File: src/rtl/core/pap_pkg.sv
// Package for the pulsed axis positioner: payload structs, configuration
// struct, command, direction and status codes.
// No dependencies.
package pap_pkg;

  localparam int ANGLE_W = 16;
  localparam int TICK_W  = 16;
  localparam int DUTY_W  = 8;
  localparam int CFG_W   = 16;
  localparam int CFG_IDX_W = 3;

  typedef enum logic [2:0] {
    OP_TICK       = 3'd0,
    OP_RUN_UP     = 3'd1,
    OP_RUN_DOWN   = 3'd2,
    OP_STOP       = 3'd3,
    OP_PULSE_UP   = 3'd4,
    OP_PULSE_DOWN = 3'd5,
    OP_MOVE       = 3'd6
  } op_e;

  typedef enum logic [1:0] {
    HEAD_STOP = 2'd0,
    HEAD_UP   = 2'd1,
    HEAD_DOWN = 2'd2
  } heading_e;

  typedef enum logic [2:0] {
    MS_NONE    = 3'd0,
    MS_REACHED = 3'd1,
    MS_BUSY    = 3'd2,
    MS_BLOCKED = 3'd3,
    MS_STARTED = 3'd4
  } move_status_e;

  typedef enum logic [CFG_IDX_W-1:0] {
    REG_LOWER_LIMIT = 3'd0,
    REG_UPPER_LIMIT = 3'd1,
    REG_SLOW_BAND   = 3'd2,
    REG_SLOW_PULSE  = 3'd3,
    REG_FAST_PULSE  = 3'd4,
    REG_SLOW_DUTY   = 3'd5,
    REG_FAST_DUTY   = 3'd6
  } reg_idx_e;

  typedef struct packed {
    logic [2:0]                op;
    logic [TICK_W-1:0]         pulse_length;
    logic [DUTY_W-1:0]         pulse_duty;
    logic signed [ANGLE_W-1:0] measured_angle;
    logic signed [ANGLE_W-1:0] target_angle;
    logic [ANGLE_W-1:0]        tolerance;
    logic                      use_limits;
  } in_item_t;

  typedef struct packed {
    logic              bridge_in1;
    logic              bridge_in2;
    logic [DUTY_W-1:0] drive_duty;
    logic [1:0]        motion;
    logic              pulse_running;
    logic [2:0]        move_status;
    logic              angle_in_limits;
  } out_item_t;

  typedef struct packed {
    logic signed [ANGLE_W-1:0] lower_soft_limit;
    logic signed [ANGLE_W-1:0] upper_soft_limit;
    logic [ANGLE_W-1:0]        slow_band;
    logic [TICK_W-1:0]         slow_pulse_ms;
    logic [TICK_W-1:0]         fast_pulse_ms;
    logic [DUTY_W-1:0]         slow_duty;
    logic [DUTY_W-1:0]         fast_duty;
  } cfg_t;

endpackage

File: src/rtl/core/pap_cfg_regs.sv
// Configuration register bank of the pulsed axis positioner.
// Depends on pap_pkg.
module pap_cfg_regs (
  input  logic                           clk_i,
  input  logic                           rst_ni,
  input  logic                           cfg_we_i,
  input  logic [pap_pkg::CFG_IDX_W-1:0]  cfg_idx_i,
  input  logic [pap_pkg::CFG_W-1:0]      cfg_wdata_i,
  output pap_pkg::cfg_t                  cfg_o
);
  import pap_pkg::*;

  cfg_t cfg_q, cfg_d;

  always_comb begin
    cfg_d = cfg_q;
    if (cfg_we_i) begin
      case (cfg_idx_i)
        REG_LOWER_LIMIT: cfg_d.lower_soft_limit = cfg_wdata_i[ANGLE_W-1:0];
        REG_UPPER_LIMIT: cfg_d.upper_soft_limit = cfg_wdata_i[ANGLE_W-1:0];
        REG_SLOW_BAND:   cfg_d.slow_band        = cfg_wdata_i[ANGLE_W-1:0];
        REG_SLOW_PULSE:  cfg_d.slow_pulse_ms    = cfg_wdata_i[TICK_W-1:0];
        REG_FAST_PULSE:  cfg_d.fast_pulse_ms    = cfg_wdata_i[TICK_W-1:0];
        REG_SLOW_DUTY:   cfg_d.slow_duty        = cfg_wdata_i[DUTY_W-1:0];
        REG_FAST_DUTY:   cfg_d.fast_duty        = cfg_wdata_i[DUTY_W-1:0];
        default:         cfg_d = cfg_q;
      endcase
    end
  end

  always_ff @(posedge clk_i or negedge rst_ni) begin
    if (!rst_ni) begin
      cfg_q.lower_soft_limit <= ANGLE_W'(0);
      cfg_q.upper_soft_limit <= ANGLE_W'(9000);
      cfg_q.slow_band        <= ANGLE_W'(300);
      cfg_q.slow_pulse_ms    <= TICK_W'(80);
      cfg_q.fast_pulse_ms    <= TICK_W'(200);
      cfg_q.slow_duty        <= DUTY_W'(150);
      cfg_q.fast_duty        <= DUTY_W'(255);
    end else begin
      cfg_q <= cfg_d;
    end
  end

  assign cfg_o = cfg_q;

endmodule

File: src/rtl/core/pap_ctrl.sv
// Pulse and direction state of the axis plus the per-command decision logic.
// Depends on pap_pkg.
module pap_ctrl (
  input  logic                clk_i,
  input  logic                rst_ni,
  input  logic                step_i,
  input  pap_pkg::in_item_t   item_i,
  input  pap_pkg::cfg_t       cfg_i,
  output pap_pkg::out_item_t  result_o
);
  import pap_pkg::*;

  logic              pulse_on_q, pulse_on_d;
  logic [TICK_W-1:0] target_q, target_d;
  logic [TICK_W-1:0] elapsed_q, elapsed_d;
  logic [1:0]        heading_q, heading_d;
  logic [DUTY_W-1:0] duty_q, duty_d;

  logic signed [ANGLE_W:0] err;
  logic [ANGLE_W:0]        mag;
  logic [ANGLE_W:0]        neg_err;
  logic                    err_neg, err_pos;
  logic                    within_tol, slow, at_lower, at_upper;
  logic [TICK_W-1:0]       elapsed_inc;
  logic [2:0]              status;

  assign err = {item_i.target_angle[ANGLE_W-1], item_i.target_angle}
             - {item_i.measured_angle[ANGLE_W-1], item_i.measured_angle};
  assign neg_err    = (ANGLE_W+1)'(0) - err;
  assign err_neg    = err[ANGLE_W];
  assign err_pos    = !err_neg && (err != '0);
  assign mag        = err_neg ? neg_err : err;
  assign within_tol = mag <= {1'b0, item_i.tolerance};
  assign slow       = mag <= {1'b0, cfg_i.slow_band};
  assign at_lower   = item_i.measured_angle <= cfg_i.lower_soft_limit;
  assign at_upper   = item_i.measured_angle >= cfg_i.upper_soft_limit;
  // The elapsed count saturates instead of wrapping.
  assign elapsed_inc = (elapsed_q == '1) ? elapsed_q : elapsed_q + TICK_W'(1);

  always_comb begin
    pulse_on_d = pulse_on_q;
    target_d   = target_q;
    elapsed_d  = elapsed_q;
    heading_d  = heading_q;
    duty_d     = duty_q;
    status     = MS_NONE;
    case (item_i.op)
      OP_TICK: begin
        if (pulse_on_q) begin
          elapsed_d = elapsed_inc;
          if (elapsed_inc >= target_q) begin
            pulse_on_d = 1'b0;
            target_d   = '0;
            heading_d  = HEAD_STOP;
            duty_d     = '0;
          end
        end
      end
      OP_RUN_UP, OP_RUN_DOWN: begin
        pulse_on_d = 1'b0;
        target_d   = '0;
        heading_d  = (item_i.op == OP_RUN_UP) ? HEAD_UP : HEAD_DOWN;
        duty_d     = cfg_i.fast_duty;
      end
      OP_STOP: begin
        pulse_on_d = 1'b0;
        target_d   = '0;
        heading_d  = HEAD_STOP;
        duty_d     = '0;
      end
      OP_PULSE_UP, OP_PULSE_DOWN: begin
        elapsed_d  = '0;
        target_d   = item_i.pulse_length;
        pulse_on_d = 1'b1;
        heading_d  = (item_i.op == OP_PULSE_UP) ? HEAD_UP : HEAD_DOWN;
        duty_d     = item_i.pulse_duty;
      end
      OP_MOVE: begin
        if (pulse_on_q) begin
          // Only the end condition is checked; the count does not advance.
          status = MS_BUSY;
          if (elapsed_q >= target_q) begin
            pulse_on_d = 1'b0;
            target_d   = '0;
            heading_d  = HEAD_STOP;
            duty_d     = '0;
          end
        end else if (within_tol || (item_i.use_limits &&
                     ((at_lower && err_neg) || (at_upper && err_pos)))) begin
          status     = within_tol ? MS_REACHED : MS_BLOCKED;
          pulse_on_d = 1'b0;
          target_d   = '0;
          heading_d  = HEAD_STOP;
          duty_d     = '0;
        end else begin
          status     = MS_STARTED;
          elapsed_d  = '0;
          target_d   = slow ? cfg_i.slow_pulse_ms : cfg_i.fast_pulse_ms;
          pulse_on_d = 1'b1;
          heading_d  = err_pos ? HEAD_UP : HEAD_DOWN;
          duty_d     = slow ? cfg_i.slow_duty : cfg_i.fast_duty;
        end
      end
      default: begin
        status = MS_NONE;
      end
    endcase
  end

  always_ff @(posedge clk_i or negedge rst_ni) begin
    if (!rst_ni) begin
      pulse_on_q <= 1'b0;
      target_q   <= '0;
      elapsed_q  <= '0;
      heading_q  <= HEAD_STOP;
      duty_q     <= '0;
    end else if (step_i) begin
      pulse_on_q <= pulse_on_d;
      target_q   <= target_d;
      elapsed_q  <= elapsed_d;
      heading_q  <= heading_d;
      duty_q     <= duty_d;
    end
  end

  // Semantic up drives input two of the bridge, semantic down input one.
  always_comb begin
    result_o.bridge_in1      = heading_d == HEAD_DOWN;
    result_o.bridge_in2      = heading_d == HEAD_UP;
    result_o.drive_duty      = duty_d;
    result_o.motion          = heading_d;
    result_o.pulse_running   = pulse_on_d;
    result_o.move_status     = status;
    result_o.angle_in_limits = (item_i.measured_angle >= cfg_i.lower_soft_limit)
                            && (item_i.measured_angle <= cfg_i.upper_soft_limit);
  end

endmodule

File: src/rtl/core/pulsed_axis_positioner.sv
// Pulsed axis positioner top level: request register, control step, result register.
// Throughput 1 request per cycle while the output is not stalled. The input stalls
// only while both registers are full and the output is stalled. Reset (asynchronous,
// active low) stops the axis, clears the pulse state, empties both registers and
// loads the configuration defaults.
module pulsed_axis_positioner (
  input  logic                           clk_i,
  input  logic                           rst_ni,
  input  logic                           in_valid_i,
  output logic                           in_stall_o,
  input  pap_pkg::in_item_t              in_data_i,
  output logic                           out_valid_o,
  input  logic                           out_stall_i,
  output pap_pkg::out_item_t             out_data_o,
  input  logic                           cfg_we_i,
  input  logic [pap_pkg::CFG_IDX_W-1:0]  cfg_idx_i,
  input  logic [pap_pkg::CFG_W-1:0]      cfg_wdata_i
);
  import pap_pkg::*;

  cfg_t      cfg;
  in_item_t  req_q;
  logic      req_valid_q;
  out_item_t res_q, res_d;
  logic      res_valid_q;
  logic      advance, accept, step;

  // The request register moves on whenever the result register is free or drained.
  assign advance    = !res_valid_q || !out_stall_i;
  assign in_stall_o = req_valid_q && !advance;
  assign accept     = in_valid_i && !in_stall_o;
  assign step       = req_valid_q && advance;

  pap_cfg_regs u_cfg (
    .clk_i       (clk_i),
    .rst_ni      (rst_ni),
    .cfg_we_i    (cfg_we_i),
    .cfg_idx_i   (cfg_idx_i),
    .cfg_wdata_i (cfg_wdata_i),
    .cfg_o       (cfg)
  );

  pap_ctrl u_ctrl (
    .clk_i    (clk_i),
    .rst_ni   (rst_ni),
    .step_i   (step),
    .item_i   (req_q),
    .cfg_i    (cfg),
    .result_o (res_d)
  );

  // An empty request register takes a new request even while the output is stalled.
  always_ff @(posedge clk_i or negedge rst_ni) begin
    if (!rst_ni) begin
      req_valid_q <= 1'b0;
      res_valid_q <= 1'b0;
    end else begin
      if (advance) begin
        res_valid_q <= req_valid_q;
      end
      if (accept) begin
        req_valid_q <= 1'b1;
      end else if (step) begin
        req_valid_q <= 1'b0;
      end
    end
  end

  always_ff @(posedge clk_i) begin
    if (accept) begin
      req_q <= in_data_i;
    end
    if (step) begin
      res_q <= res_d;
    end
  end

  assign out_valid_o = res_valid_q;
  assign out_data_o  = res_q;

endmodule
File: config.mk
export PLATFORM = sky130hd
export DESIGN_NAME = pulsed_axis_positioner
export DESIGN_NICKNAME = d
export VERILOG_FILES = /design/src/rtl/core/pap_pkg.sv /design/src/rtl/core/pap_cfg_regs.sv /design/src/rtl/core/pap_ctrl.sv /design/src/rtl/core/pulsed_axis_positioner.sv
export SDC_FILE = /design/constraint.sdc
export NUM_CORES = 1
export LEC_CHECK = 0
export BUFFER_PORTS_ARGS = -buffer_cell sky130_fd_sc_hd__buf_2
export CORE_ASPECT_RATIO = 1.5
export CORE_MARGIN = 2
export CORE_UTILIZATION = 55
export CTS_CLUSTER_DIAMETER = 60
export CTS_CLUSTER_SIZE = 8
export DETAILED_ROUTE_END_ITERATION = 10
export GPL_ROUTABILITY_DRIVEN = 0
export PLACE_DENSITY = 0.77
export SYNTH_ARGS = -nofsm -noshare
export SYNTH_HDL_FRONTEND = slang
export SYNTH_SLANG_ARGS = --single-unit
File: constraint.sdc
create_clock -name clk_i -period 6.6 [get_ports clk_i]
set_input_delay 1.32 -clock clk_i [delete_from_list [all_inputs] [get_ports clk_i]]
set_output_delay 1.32 -clock clk_i [all_outputs]
set_load 0.02 [all_outputs]
==> impl_metrics.py <==
metrics = {
    "synthesis": {
        "synth_compound_area_frac": 0.173,
        "synth_xor_area_frac": 0.0201,
        "synth_warnings": 0,
        "syn_nets": 1493,
        "yosysTopAreaCellShare": 0.213,
        "synth_area_um2": 13500,
        "synth-edff-count": 93,
        "synth_area_leaders": "dfrtp_1 21%, edfxtp_1 21%, ha_1 11%",
        "synth_ff_type": "dfrtp_1",
        "synthMuxAreaShare": 0.0551,
        "synth_top_area_cell": "dfrtp_1",
        "synthAdderAreaFrac": 0.107,
        "synth_area_per_cell_um2": 10.6,
        "synth_seq_cells": 234,
        "synth_cell_types": 81,
        "async_flop_share": 0.603,
        "synthCells": 1278,
        "synth_top_family_by_area": "compound AO/OA/AOI/OAI gates",
        "yosys.area_share.simple": 0.127,
        "synth-seq-area-share": 0.471,
    },
    "sta": {
        "maxSlewViolCount": 0,
        "maxSlewHeadroom": 0.256,
        "tightest_slew_ns": 1.11,
        "setup_viol": 0,
        "hold_viol": 0,
        "finalCritPeriodShare": 0.912,
        "rsz0062_at_grt": "no",
        "finalSetupTns_ns": 0,
        "max_freq_mhz": 166,
        "hold_ws_ns": 0.490,
        "period_needed_ns": 6.02,
        "fin_skew_ns": 0.0143,
    },
    "finish": {
        "final_cell_area_um2": 15300,
        "final_util": 0.633,
        "diodes": 0,
        "syn_to_final_growth_pct": 13.7,
        "drive_gt1_frac": 0.205,
        "most-common-layout-cells": "154 x nand2_1, 117 x buf_2, 115 x dfrtp_1, 114 x ha_1, 104 x inv_1",
        "mostFrequentLayoutCell": "nand2_1",
        "instances_no_fill": 1740,
        "fin_nets": 1607,
        "fill_cells": 1980,
    },
    "critical_path": {
        "rr_endpoint": "out_data_o[10]$_DFFE_PP_",
        "worst-r2r-setup-slack_ns": 0.58,
        "cp.required_ns": 6.93,
        "critPathMaxFanout": 10,
        "r2r-start": "req_q[33]$_DFFE_PP_",
        "critPathArrivalTime_ns": 6.35,
        "end_kind": "flop",
        "path_class": "flop to flop",
        "ff2ff_path_depth": 19,
        "start_kind": "flop",
    },
    "grt": {
        "antenna_found_initial": 0,
        "grt_pass1_wl_mm": 52.1,
        "track_usage": 0.253,
        "grt_max_degree": 86,
        "grt_pass1_vias": 10200,
        "overflow": 0,
    },
    "clocking": {
        "clock_sinks": 234,
        "cts_buffer_depth": 3,
        "ctsRootBufferMaster": "clkbuf_16",
        "path_clk_slew_ns": 0.05,
        "cts_hold_buf": 0,
        "post_cts_resize_count": 0,
        "numCtsBuffers": 35,
        "clk_latency_ns": 0.50,
        "postCtsSetupRepairBufs": 0,
        "cts_tree": "built",
        "htree_levels": 2,
    },
    "pwr": {
        "irDropWorstVdd_mv": 0.243,
        "p_per_area_nw_per_um2": 315,
        "p_leak_nw": 6.68,
    },
    "die": {
        "initial_core_util": 0.557,
        "die_h_um": 196,
        "design.core.area_um2": 24300,
        "num_io_pins": 119,
        "die_width_um": 132,
        "dieArea_um2": 25800,
        "num_rows": 70,
    },
    "detailed_routing": {
        "postRouteWirelength_mm": 32.5,
        "via_count": 10200,
        "firstDrtPassIters": 5,
        "avgRoutedWirePerCell_um": 18.7,
        "drt_iter0_drc": 556,
        "final_antenna_net_count": 0,
        "drc": 0,
        "vias_per_cell": 5.88,
    },
    "placed_design": {
        "portBuffers": 118,
        "dpl.cell_count": 1679,
        "dp_hpwl_mm": 24.2,
        "dpl_cell_area_um2": 14400,
    },
    "worst_hold_path": {
        "worstHoldPathType": "flop to flop",
        "min_from": "u_ctrl.target_q[3]$_DFFE_PN0P_",
        "min_path_cells": 2,
        "hold_end": "u_ctrl.target_q[3]$_DFFE_PN0P_",
    },
    "status": {
        "status": "completed",
    },
    "run": {
        "drv_cap": 0,
    },
}
Yosys cell counts, types with 4 or more instances:
cell type	count
a21oi_1	53
nand4_1	20
a21o_1	26
dfrtp_1	115
nor2b_1	14
o21ai_0	98
o221ai_2	20
nor3b_1	5
edfxtp_1	93
a22o_1	11
nor2_1	45
nor4_1	8
o21a_1	14
and2_1	11
ha_1	114
a22oi_1	12
buf_1	4
or3_1	5
nand2b_1	8
inv_1	104
buf_6	4
nor3_1	17
o21bai_1	4
nand2_1	154
nand3b_1	5
xor2_1	8
mux2_2	51
clkbuf_1	37
nand4b_1	5
dfstp_2	26
o221ai_1	5
nand3_1	22
and4_1	5
a221oi_1	10
xnor2_1	23
a211o_1	6
a31oi_1	5
mux2i_1	17
o211ai_1	15
and3_1	11
a21bo_2	4
a211oi_1	6
o31ai_1	6
registers in the layout (all words and copies together), names as in the netlist:
signal,cells
u_ctrl.duty_q,8
out_valid_o,1
req_valid_q,1
req_q,76
u_cfg.cfg_o,96
u_ctrl.heading_q,2
out_data_o,17
u_ctrl.target_q,16
u_ctrl.pulse_on_q,1
u_ctrl.elapsed_q,16
cell families after synthesis:
logic type               Yosys count
adder cells (fa/ha/maj)          115
buffers and inverters            157
XOR/XNOR                          31
flip-flops                       234
AO/OA/AOI/OAI                    323
multiplexers                      68
AND/OR/NAND/NOR                  350
where the power goes:
part           leakage, nW  total [W]  switching (W)  internal (W)
Sequential            2.61    0.00190       0.000128       0.00177
Clock                0.468    0.00160       0.000612      0.000988
Combinational         3.60    0.00133       0.000776      0.000555
Total                 6.68    0.00483        0.00152       0.00331
metal layers:
| layer | share of wire | track usage | routed length, um |
|---|---|---|---|
| met2 | 0.52 | 0.460 | 16900 |
| met3 | 0.041 | 0.0346 | 1350 |
| met5 | 0 | 0 | 0 |
| met4 | 0.056 | 0.134 | 1810 |
| met1 | 0.38 | 0.288 | 12400 |
final cells by class:
cell class / count / area [um^2] / share of cell area
Tap cell: 324 / 405 / 0.0264
Timing Repair Buffer: 129 / 679 / 0.0443
Clock buffer: 59 / 966 / 0.0629
Sequential cell: 234 / 6350 / 0.414
Inverter: 105 / 399 / 0.0260
Clock inverter: 2 / 17.5 / 0.00114
Multi-Input combinational cell: 887 / 6530 / 0.425
through the flow:
step	setup WS, ns	total power [W]
global route	0.0883	0.00510
detailed placement	0.727	0.00323
floorplan	1.24	0.00287
global placement	0.852	0.00317
CTS	0.703	0.00485
finish	0.578	0.00483
worst max path at each step:
| stage | start | end | slack, ns | depth (start not counted) |
|---|---|---|---|---|
| global route | req_q[33]$_DFFE_PP_ | out_data_o[11]$_DFFE_PP_ | 0.09 | 19 |
| floorplan | req_q[33]$_DFFE_PP_ | out_data_o[10]$_DFFE_PP_ | 1.24 | 21 |
| finish | req_q[33]$_DFFE_PP_ | out_data_o[10]$_DFFE_PP_ | 0.58 | 19 |
| detailed placement | req_q[33]$_DFFE_PP_ | out_data_o[10]$_DFFE_PP_ | 0.73 | 19 |
| global placement | req_q[33]$_DFFE_PP_ | out_data_o[14]$_DFFE_PP_ | 0.85 | 20 |
| CTS | req_q[33]$_DFFE_PP_ | out_data_o[10]$_DFFE_PP_ | 0.70 | 19 |
critical path, cell delays in order, from the launching register on:
cell       delay, ns
edfxtp_1        0.38
ha_1            0.24
fa_1            0.41
and2b_4         0.30
o2111ai_4       0.16
a31oi_1         0.47
o21ai_0         0.19
nand4_1         0.15
nand3b_1        0.30
o31ai_1         0.35
xnor2_1         0.17
ha_1            0.33
and3_1          0.15
nand3_1         0.11
nor4_1          0.43
nor2_1          0.27
or2_2           0.44
a21oi_1         0.52
a221oi_1        0.28
o211ai_1        0.21
Note: power is estimated with default switching activity, not from simulation.
